--- config.mk ---
export PLATFORM = sky130hd
export DESIGN_NAME = quartic_root_bisection
export DESIGN_NICKNAME = d
export VERILOG_FILES = /design/src/sv/qrb_pkg.sv /design/src/sv/quartic_root_bisection.sv
export SDC_FILE = /design/constraint.sdc
export NUM_CORES = 2
export LEC_CHECK = 0
export ABC_AREA = 1
export BUFFER_PORTS_ARGS = -buffer_cell sky130_fd_sc_hd__buf_2
export CAP_MARGIN = 30
export CORE_MARGIN = 2
export CORE_UTILIZATION = 64
export DETAILED_ROUTE_END_ITERATION = 16
export PLACE_DENSITY_LB_ADDON = 0.15
export SLEW_MARGIN = 0
export SYNTH_ARGS = -nofsm -noshare
export SYNTH_HDL_FRONTEND = slang
export SYNTH_SLANG_ARGS = --single-unit
--- constraint.sdc ---
create_clock -name i_clk -period 20.6 [get_ports i_clk]
set_input_delay 4.12 -clock i_clk [delete_from_list [all_inputs] [get_ports i_clk]]
set_output_delay 4.12 -clock i_clk [all_outputs]
set_load 0.03 [all_outputs]
--- src/sv/qrb_pkg.sv ---
`default_nettype none
// ============================================================================
// qrb_pkg: shared types and constants for the quartic root finder
// Holds the request and result structs, the status codes and the sequencer
// states.
// ============================================================================
package qrb_pkg;

    localparam int unsigned MaxSteps = 32;
    localparam int unsigned FracBits = 16;
    localparam int unsigned WordBits = 32;
    localparam int unsigned TolBits  = 31;
    localparam logic [TolBits-1:0] TolReset = 31'd655;

    typedef struct packed {
        logic signed [31:0] coefficient_a;
        logic signed [31:0] coefficient_b;
        logic signed [31:0] coefficient_c;
        logic signed [31:0] coefficient_d;
        logic signed [31:0] coefficient_e;
        logic signed [31:0] point_0;
        logic signed [31:0] point_1;
        logic signed [31:0] point_2;
        logic signed [31:0] point_3;
        logic signed [31:0] point_4;
    } t_request;

    typedef struct packed {
        logic signed [31:0] root;
        logic [2:0]         status;
    } t_result;

    typedef enum logic [2:0] {
        ST_BISECTED = 3'd0,
        ST_FIRST    = 3'd1,
        ST_ALL_POS  = 3'd2,
        ST_NO_NEG   = 3'd3,
        ST_BAD      = 3'd4,
        ST_CAP      = 3'd5
    } t_status;

    typedef enum logic [2:0] {
        S_IDLE,
        S_MUL_LO,
        S_MUL_HI,
        S_ADD,
        S_EVAL_DONE,
        S_DECIDE,
        S_MID,
        S_DONE
    } t_state;

endpackage
`default_nettype wire

--- src/sv/quartic_root_bisection.sv ---
`default_nettype none
// ============================================================================
// quartic_root_bisection: fixed-point quartic root finder by bisection
// Evaluates the quartic at five bracket points and bisects the first sign
// change with one shared 32 by 32 multiplier, one Horner step at a time.
// ============================================================================
// A request is taken when i_start is high and o_busy is low. The block then
// stays busy and gives exactly one result, on o_result for one cycle with
// o_done high. The receiver cannot stall. The tolerance register is written
// on its own channel when i_cfg_valid and o_cfg_ready are both high; it is
// ready whenever the block is idle.
// Each Horner step runs S_MUL_LO and S_MUL_HI on the shared multiplier (low
// and high half of the accumulator times the point), then S_ADD to shift,
// saturate and add. An evaluation is four steps plus a record state
// (S_EVAL_DONE) and a decision state (S_DECIDE). The five point evaluations
// come first, and each midpoint is formed in S_MID before it is evaluated.
// A new request is taken only after the result strobe, once the block is
// back in S_IDLE. Reset returns the block to idle and the tolerance to 655.
module quartic_root_bisection #(
    parameter int unsigned MAX_STEPS = qrb_pkg::MaxSteps
) (
    input  wire logic             i_clk,
    input  wire logic             i_rst_n,
    input  wire logic             i_start,
    input  wire qrb_pkg::t_request i_request,
    output logic                  o_busy,
    output logic                  o_done,
    output qrb_pkg::t_result      o_result,
    input  wire logic             i_cfg_valid,
    input  wire logic [qrb_pkg::TolBits-1:0] i_cfg_data,
    output logic                  o_cfg_ready
);

    localparam int unsigned SW = $clog2(MAX_STEPS + 1);
    localparam logic signed [63:0] Sat = 64'sh7FFF_FFFF_FFFF_FFFF;
    localparam int unsigned FB = qrb_pkg::FracBits;

    qrb_pkg::t_state r_state, n_state;
    qrb_pkg::t_request r_req;
    logic [qrb_pkg::TolBits-1:0] r_tol;
    logic signed [63:0] r_acc;
    logic signed [31:0] r_x;
    logic [95:0] r_prod;
    logic        r_neg;
    logic [1:0]  r_hstep;
    logic [2:0]  r_pidx;
    logic        r_bisect;
    logic [SW-1:0] r_steps;
    logic signed [63:0] r_y [5];
    logic signed [31:0] r_lo, r_hi;
    logic signed [63:0] r_flo;
    logic signed [31:0] r_root;
    logic [2:0]  r_status;

    logic [63:0] mag_a, mul_p;
    logic [31:0] mag_x, mul_a;
    logic [79:0] q;
    logic signed [63:0] prod_s, coef, sum, absfm;
    logic signed [64:0] wide_sum;
    logic signed [31:0] pt_next, lo_sel, hi_sel, mid;
    logic [32:0] diff;
    logic [2:0] sel;
    logic found, all_pos, first_hit, bad, hit, cap, finish_scan;

    assign o_result.root   = r_root;
    assign o_result.status = r_status;

    always_comb begin
        mag_a = r_acc[63] ? 64'(-r_acc) : 64'(r_acc);
        mag_x = r_x[31] ? 32'(-r_x) : 32'(r_x);
        mul_a = (r_state == qrb_pkg::S_MUL_HI) ? mag_a[63:32] : mag_a[31:0];
        mul_p = mul_a * mag_x;
    end

    always_comb begin
        q = 80'(r_prod >> FB);
        if (q > 80'(Sat)) begin
            prod_s = r_neg ? -Sat : Sat;
        end else begin
            prod_s = r_neg ? -$signed(q[63:0]) : $signed(q[63:0]);
        end
        unique case (r_hstep)
            2'd0: coef = 64'(r_req.coefficient_b);
            2'd1: coef = 64'(r_req.coefficient_c);
            2'd2: coef = 64'(r_req.coefficient_d);
            default: coef = 64'(r_req.coefficient_e);
        endcase
        wide_sum = 65'(prod_s) + 65'(coef);
        if (wide_sum > 65'(Sat)) begin
            sum = Sat;
        end else if (wide_sum < -65'(Sat)) begin
            sum = -Sat;
        end else begin
            sum = wide_sum[63:0];
        end
    end

    always_comb begin
        unique case (r_pidx)
            3'd0: pt_next = r_req.point_1;
            3'd1: pt_next = r_req.point_2;
            3'd2: pt_next = r_req.point_3;
            default: pt_next = r_req.point_4;
        endcase
        diff  = 33'(r_hi) - 33'(r_lo);
        mid   = r_lo + $signed(diff[32:1]);
        absfm = r_acc[63] ? -r_acc : r_acc;
        hit   = $unsigned(absfm) < 64'(r_tol);
        cap   = (r_steps == SW'(MAX_STEPS));
        found = 1'b0;
        sel = 3'd0;
        for (int i = 4; i >= 1; i--) begin
            if (r_y[i] < 0) begin
                found = 1'b1;
                sel = 3'(i);
            end
        end
        unique case (sel)
            3'd1: begin
                lo_sel = r_req.point_0;
                hi_sel = r_req.point_1;
            end
            3'd2: begin
                lo_sel = r_req.point_1;
                hi_sel = r_req.point_2;
            end
            3'd3: begin
                lo_sel = r_req.point_2;
                hi_sel = r_req.point_3;
            end
            default: begin
                lo_sel = r_req.point_3;
                hi_sel = r_req.point_4;
            end
        endcase
        first_hit   = (r_y[0] <= 0);
        all_pos     = (r_y[1] > 0) && (r_y[2] > 0) && (r_y[3] > 0) && (r_y[4] > 0);
        bad         = (lo_sel > hi_sel);
        finish_scan = first_hit || all_pos || !found || bad;
    end

    always_comb begin
        n_state = r_state;
        unique case (r_state)
            qrb_pkg::S_IDLE:      if (i_start) n_state = qrb_pkg::S_MUL_LO;
            qrb_pkg::S_MUL_LO:    n_state = qrb_pkg::S_MUL_HI;
            qrb_pkg::S_MUL_HI:    n_state = qrb_pkg::S_ADD;
            qrb_pkg::S_ADD:       n_state = (r_hstep == 2'd3) ? qrb_pkg::S_EVAL_DONE
                                                              : qrb_pkg::S_MUL_LO;
            qrb_pkg::S_EVAL_DONE: n_state = qrb_pkg::S_DECIDE;
            qrb_pkg::S_DECIDE: begin
                if (!r_bisect) begin
                    priority if (r_pidx != 3'd4) begin
                        n_state = qrb_pkg::S_MUL_LO;
                    end else if (finish_scan) begin
                        n_state = qrb_pkg::S_DONE;
                    end else begin
                        n_state = qrb_pkg::S_MID;
                    end
                end else begin
                    n_state = (hit || cap) ? qrb_pkg::S_DONE : qrb_pkg::S_MID;
                end
            end
            qrb_pkg::S_MID:       n_state = qrb_pkg::S_MUL_LO;
            qrb_pkg::S_DONE:      n_state = qrb_pkg::S_IDLE;
        endcase
    end

    always_comb begin
        o_busy      = (r_state != qrb_pkg::S_IDLE);
        o_cfg_ready = (r_state == qrb_pkg::S_IDLE);
        o_done      = (r_state == qrb_pkg::S_DONE);
    end

    always_ff @(posedge i_clk) begin
        if (!i_rst_n) begin
            r_state  <= qrb_pkg::S_IDLE;
            r_tol    <= qrb_pkg::TolReset;
            r_steps  <= '0;
            r_root   <= '0;
            r_status <= '0;
        end else begin
            r_state <= n_state;
            if (i_cfg_valid && o_cfg_ready) r_tol <= i_cfg_data;
            unique case (r_state)
                qrb_pkg::S_IDLE: if (i_start) begin
                    r_req    <= i_request;
                    r_acc    <= 64'(i_request.coefficient_a);
                    r_x      <= i_request.point_0;
                    r_hstep  <= 2'd0;
                    r_pidx   <= 3'd0;
                    r_bisect <= 1'b0;
                    r_steps  <= '0;
                end
                qrb_pkg::S_MUL_LO: begin
                    r_prod <= 96'(mul_p);
                    r_neg  <= r_acc[63] != r_x[31];
                end
                qrb_pkg::S_MUL_HI: begin
                    r_prod <= r_prod + {mul_p, 32'd0};
                end
                qrb_pkg::S_ADD: begin
                    r_acc   <= sum;
                    r_hstep <= r_hstep + 2'd1;
                end
                qrb_pkg::S_EVAL_DONE: begin
                    if (!r_bisect) r_y[r_pidx] <= r_acc;
                end
                qrb_pkg::S_DECIDE: begin
                    if (!r_bisect) begin
                        priority if (r_pidx != 3'd4) begin
                            r_pidx  <= r_pidx + 3'd1;
                            r_acc   <= 64'(r_req.coefficient_a);
                            r_x     <= pt_next;
                            r_hstep <= 2'd0;
                        end else if (first_hit) begin
                            r_root <= r_req.point_0; r_status <= qrb_pkg::ST_FIRST;
                        end else if (all_pos) begin
                            r_root <= '1; r_status <= qrb_pkg::ST_ALL_POS;
                        end else if (!found) begin
                            r_root <= '0; r_status <= qrb_pkg::ST_NO_NEG;
                        end else if (bad) begin
                            r_root <= '1; r_status <= qrb_pkg::ST_BAD;
                        end else begin
                            r_lo     <= lo_sel;
                            r_hi     <= hi_sel;
                            r_flo    <= r_y[sel - 3'd1];
                            r_bisect <= 1'b1;
                        end
                    end else begin
                        priority if (hit) begin
                            r_status <= qrb_pkg::ST_BISECTED;
                        end else if (cap) begin
                            r_status <= qrb_pkg::ST_CAP;
                        end else if (r_flo[63] != r_acc[63]) begin
                            r_hi <= r_root;
                        end else begin
                            r_lo  <= r_root;
                            r_flo <= r_acc;
                        end
                    end
                end
                qrb_pkg::S_MID: begin
                    r_x     <= mid;
                    r_root  <= mid;
                    r_acc   <= 64'(r_req.coefficient_a);
                    r_hstep <= 2'd0;
                    r_steps <= r_steps + SW'(1);
                end
                qrb_pkg::S_DONE: ;
            endcase
        end
    end

    assert property (@(posedge i_clk) disable iff (!i_rst_n)
        o_done |=> !o_busy)
        else $error("done not followed by idle");
    assert property (@(posedge i_clk) disable iff (!i_rst_n)
        (i_start && !o_busy) |=> o_busy)
        else $error("request not taken");
    assert property (@(posedge i_clk) disable iff (!i_rst_n)
        o_done |-> o_result.status <= qrb_pkg::ST_CAP)
        else $error("bad status");
    assert property (@(posedge i_clk) disable iff (!i_rst_n)
        o_busy |-> r_steps <= SW'(MAX_STEPS))
        else $error("step count overrun");

endmodule
`default_nettype wire
; Word level (Yosys, flattened, before mapping)
; Memory sizes are Yosys's and may differ from the RTL's.
; Cells that the tools add are included.
[totals]
register_bits = 722
ramBits = 320
in_bits = 355
out_inout_bits = 38
elab_cells = 219
n_memories = 1
[op_classes]
n_addsub = 11
multipliers = 1
n_lt_le_gt_ge = 14
eq_ne = 34
n_mux = 101
reduce_logical = 32
[memory_table]
columns = name, depth, word_bits, read_ports, rd_ports_with_merged_regs, wr, line_no
row1 = r_y, 5, 64, 6, 0, 1, quartic_root_bisection.sv:49  ; logic signed [63:0] r_y [5];
[ops]
columns = operator, n
row1 = two-way mux 64 bit, 19
row2 = two-way mux 32 bit, 29
row3 = case mux 32 bit (3 select lines), 4
row4 = > comparator 64 x 1 -> 1 bit (second input constant), 4
row5 = less-than comparator 64 x 1 -> 1 bit (second input constant), 4
row6 = case mux 64 bit (4 select lines), 1
row7 = case mux 64 bit (3 select lines), 1
row8 = case mux 96 bit (2 select lines), 1
row9 = negator 64 bit, 2
row10 = adder 96 bit, 1
row11 = > comparator 80 x 63 -> 1 bit (second input constant), 1
row12 = adder 64 x 64 -> 65 bit, 1
row13 = > comparator 65 x 64 -> 1 bit (second input constant), 1
row14 = less-than comparator 65 x 64 -> 1 bit (second input constant), 1
row15 = less-or-equal comparator 64 x 1 -> 1 bit (second input constant), 1
row16 = less-than comparator 64 x 31 -> 1 bit, 1
row17 = multiplier 32 x 32 -> 64 bit, 1
row18 = case mux 32 bit (2 select lines), 1
row19 = two-way mux 3 bit, 19
row20 = subtractor 32 x 32 -> 33 bit, 1
row21 = adder 32 bit, 1
row22 = > comparator 32 bit, 1
row23 = negator 32 bit, 1
row24 = case mux 3 bit (8 select lines), 1
row25 = other kinds (37), 95

; Longest topological paths before layout
; An unclocked memory read counts as a cell.
[depth]
depth_word = 16
depth_mapped = 59
mapped_depth_nobuf = 57

; Worst setup path before layout
; OpenSTA, ideal clock, no wires.
[synth_timing]
kind = in2reg
startpoint = in i_rst_n
endpoint = reg r_req[0] in the netlist's numbering (enable)
setup_ps = 1010
t_arrival_ps = 17686
required_time_ps = 19590
slack_ps = 1904
stages = 3
path_buffers = 1
cell_sequence = inv_1 -> clkbuf_1 -> nor2_1
[synth_via]
elab_chain_cells = 1
[synth_rtl]
columns = element, line_no
row1 = start: declaration, quartic_root_bisection.sv:23  ; input wire logic i_rst_n,
row2 = AND reduction 3 bit (no line), n/a
row3 = end signal: assignment, quartic_root_bisection.sv:187  ; r_req <= i_request;
row4 = end: declaration, quartic_root_bisection.sv:39  ; qrb_pkg::t_request r_req;
; Every way passes these cells.
; A chain may end at the register's enable or synchronous reset.

; Worst setup path after layout
[layout_timing]
startpoint = reg r_acc[24]
endpoint = reg r_prod[90] (data pin)
[layout_via]
elab_chain_cells = 6
[layout_rtl]
columns = element, line_no
row1 = start: declaration, quartic_root_bisection.sv:41  ; logic signed [63:0] r_acc;
row2 = start signal: assignment, quartic_root_bisection.sv:188  ; r_acc <= 64'(i_request.coefficient_a);
row3 = start signal: assignment, quartic_root_bisection.sv:203  ; r_acc <= sum;
row4 = start signal: assignment, quartic_root_bisection.sv:213  ; r_acc <= 64'(r_req.coefficient_a);
row5 = negator 64 bit, quartic_root_bisection.sv:69  ; mag_a = r_acc[63] ? 64'(-r_acc) : 64'(r_acc);
row6 = two-way mux 64 bit (*), quartic_root_bisection.sv:69
row7 = two-way mux 32 bit (*), quartic_root_bisection.sv:71  ; mul_a = (r_state == qrb_pkg::S_MUL_HI) ? mag_a[63:32] : mag_a[31:0];
row8 = multiplier 32 x 32 -> 64 bit (*), quartic_root_bisection.sv:72  ; mul_p = mul_a * mag_x;
row9 = adder 96 bit (*), quartic_root_bisection.sv:200  ; r_prod <= r_prod + {mul_p, 32'd0};
row10 = case mux 96 bit (2 select lines) (*), quartic_root_bisection.sv:185  ; unique case (r_state)
row11 = end signal: assignment, quartic_root_bisection.sv:196  ; r_prod <= 96'(mul_p);
row12 = end signal: assignment, quartic_root_bisection.sv:200
row13 = end: declaration, quartic_root_bisection.sv:43  ; logic [95:0] r_prod;
; Mark *: on every way between the ends. The rest lies on a longest branch, timed or not.

==> qor.txt <==
CTS root buf: clkbuf_16
Yosys top cell area share: 0.296
Worst min path class: register to register
Post-CTS Setup Inserts: 0
Core region area: 0.140 mm^2
Drt wl/cell: 23.7 um
Asr flop ratio synth: 0
Port bufs: 392
Largest net degree at the start of global routing: 103
Post-Syn Nets: 12700
Share of cells above drive strength 1: 0.0739
# hold bufs at CTS: 0
Clock latency on the worst-skew pair: 0.77 ns
WP data arrival: 13.70 ns
CP peak stage delay: 0.75 ns
# clock sinks: 966
Layout area overhead: 8.57%
Total wire length: 311 mm
Synth top area cells: edfxtp_1 (30%), fa_1 (20%), nand2_1 (11%), inv_1 (7.7%), ha_1 (7.5%)
Max cap viols: 0
Post-synth top cells: nand2_1 (2585), inv_1 (1861), nor2_1 (1372), fa_1 (900), edfxtp_1 (891)
Syn_area_per_cell: 8.30 um^2
YS warnings: 0
Worst-margin pin slew: 1.10 ns
Tmin final: 13.13 ns
Top delay family on crit path: adder cells
Flops & latches, synth: 966
Critical path peak fanout: 25
Max Slew Vio Count: 0
Slowest CP cell: inv_2
Final setup vio count: 0
Cts repair resizes: 0
Mapped Cells: 10900
Slew headroom: 0.262
Unrepaired setup endpoints after global routing: false
Grt ovf: 0
Row Count: 137
Fin crit share: 0.637
Critical Path RT: 21.18 ns
Pre-antenna DRT Iters: 7
Most frequent cell after synthesis: nand2_1
Endpoints failing hold: 0
Startpoint Class: register
Initial antenna violation count: 15
Leading area contributor after synthesis: edfxtp_1
Initial Utilization: 0.646
Fmax achieved: 76.2 MHz
Clock Skew: 0.0875 ns
EDFF count, synth: 891
DR vias: 80200
CTS tree: done
# fillers: 10800
Die Ht: 380 um
Bufs on Longest Clock Path: 3
Crit Path Category: register to register
Die X: 380 um
Vias in the first global route: 79200
TNS Setup: 0 ns
Run status: finished, final reports clean
Dominant synthesized flop cell: edfxtp_1
Dpl hpwl: 245 mm
Clk pin slew, worst setup/hold paths: 0.07 ns
Sequential share of the synthesized area: 0.313
Bufs and invs on worst path: 9
CP endpoint kind: register
Drt first-iter violations: 10400
Netlist cell types: 62
DRC: 0
Nets: 13000
Vias per cell: 6.10
Die area: 0.144 mm^2
Mapped cell area: 0.0904 mm^2
Global Route Usage Sum: 0.429
First-pass GRT wire length: 472 mm
CTS buffer count: 98
Num ports: 393
Routability Congestion: 1.07
H-tree Lvls: 3
DRT antenna net count: 0
==> registers in the layout, summed over array words and instances (netlist names), 31 cells and up <==
signal	flops
r_hi	32
r_prod	80
r_lo	32
r_req	320
r_tol	31
r_y	323
r_root	32
r_acc	64
r_x	32
==> layout make-up <==
type | count | area (um^2) | area share
tap | 1876 | 2350 | 0.0239
inverter | 1915 | 7190 | 0.0733
antenna | 9 | 22.5 | 0.000230
clock inverter | 63 | 801 | 0.00816
sequential | 966 | 28300 | 0.288
timing repair buffer | 529 | 3150 | 0.0321
clock buffer | 120 | 2620 | 0.0267
multi-input combinational | 7663 | 53700 | 0.548
==> metal layers <==
layer | wire length (um) | share of wire | vias to the layer above | track usage
met5 | 69 | 0.00022 | - | 0
met4 | 17600 | 0.057 | 10 | 0.202
met3 | 41300 | 0.13 | 1031 | 0.110
met2 | 134000 | 0.43 | 5885 | 0.644
met1 | 118000 | 0.38 | 38000 | 0.588
li1 | - | - | 35300 | -
==> through the flow <==
step,util,hold slack (ns),cell area [um^2],std cells,worst slack [ns]
floorplan,-,0.435,90400,10900,1.90
global placement,0.675,0.451,94400,12900,7.67
detailed placement,0.676,0.471,94500,12900,7.79
CTS,0.700,0.480,97900,13100,7.72
global route,0.701,0.493,98100,13100,6.88
finish,0.701,0.483,98100,13100,7.47
==> final timing paths <==
check | endpoint | cells past startpoint | slack [ns] | start
setup / recovery | r_prod[90]$_SDFFCE_PN0P_ | 44 | 7.47 | r_acc[24]$_DFFE_PP_
hold / removal | r_tol[12]$_SDFFE_PN0P_ | 2 | 0.48 | r_tol[12]$_SDFFE_PN0P_
setup reg to reg | r_prod[90]$_SDFFCE_PN0P_ | 44 | 7.47 | r_acc[24]$_DFFE_PP_
hold reg to reg | r_tol[12]$_SDFFE_PN0P_ | 2 | 0.48 | r_tol[12]$_SDFFE_PN0P_
==> placed cells by master (no fill, tap or decap), types with 38 or more instances in the layout <==
cell / count
ha_1: 542
nand4_1: 124
o21ai_0: 392
fa_1: 900
a31oi_1: 99
nor2_1: 1364
a21oi_1: 520
nor3_1: 76
edfxtp_1: 891
nand2_1: 2584
buf_2: 392
xor2_1: 174
or2_2: 41
dfxtp_1: 75
clkbuf_16: 98
nor4_1: 115
xnor2_1: 73
inv_1: 1860
nand3_1: 251
buf_4: 127
o211ai_1: 38
==> kinds of logic after synthesis <==
kind of cell    after synthesis  share of synthesized area
simple gates               4638                      0.208
buf+inv                    2255                     0.0950
fa+ha+maj                  1442                      0.274
compound gates             1326                     0.0842
flops                       966                      0.313
xor+xnor                    257                     0.0258
==> worst min-delay path, stage by stage, from the launching register on <==
cell,delay [ns]
dfxtp_1,0.30
inv_1,0.06
a21oi_1,0.07
Power is not shown: default switching activity piles up to over one toggle a cycle in this logic, so the estimate is an artifact.
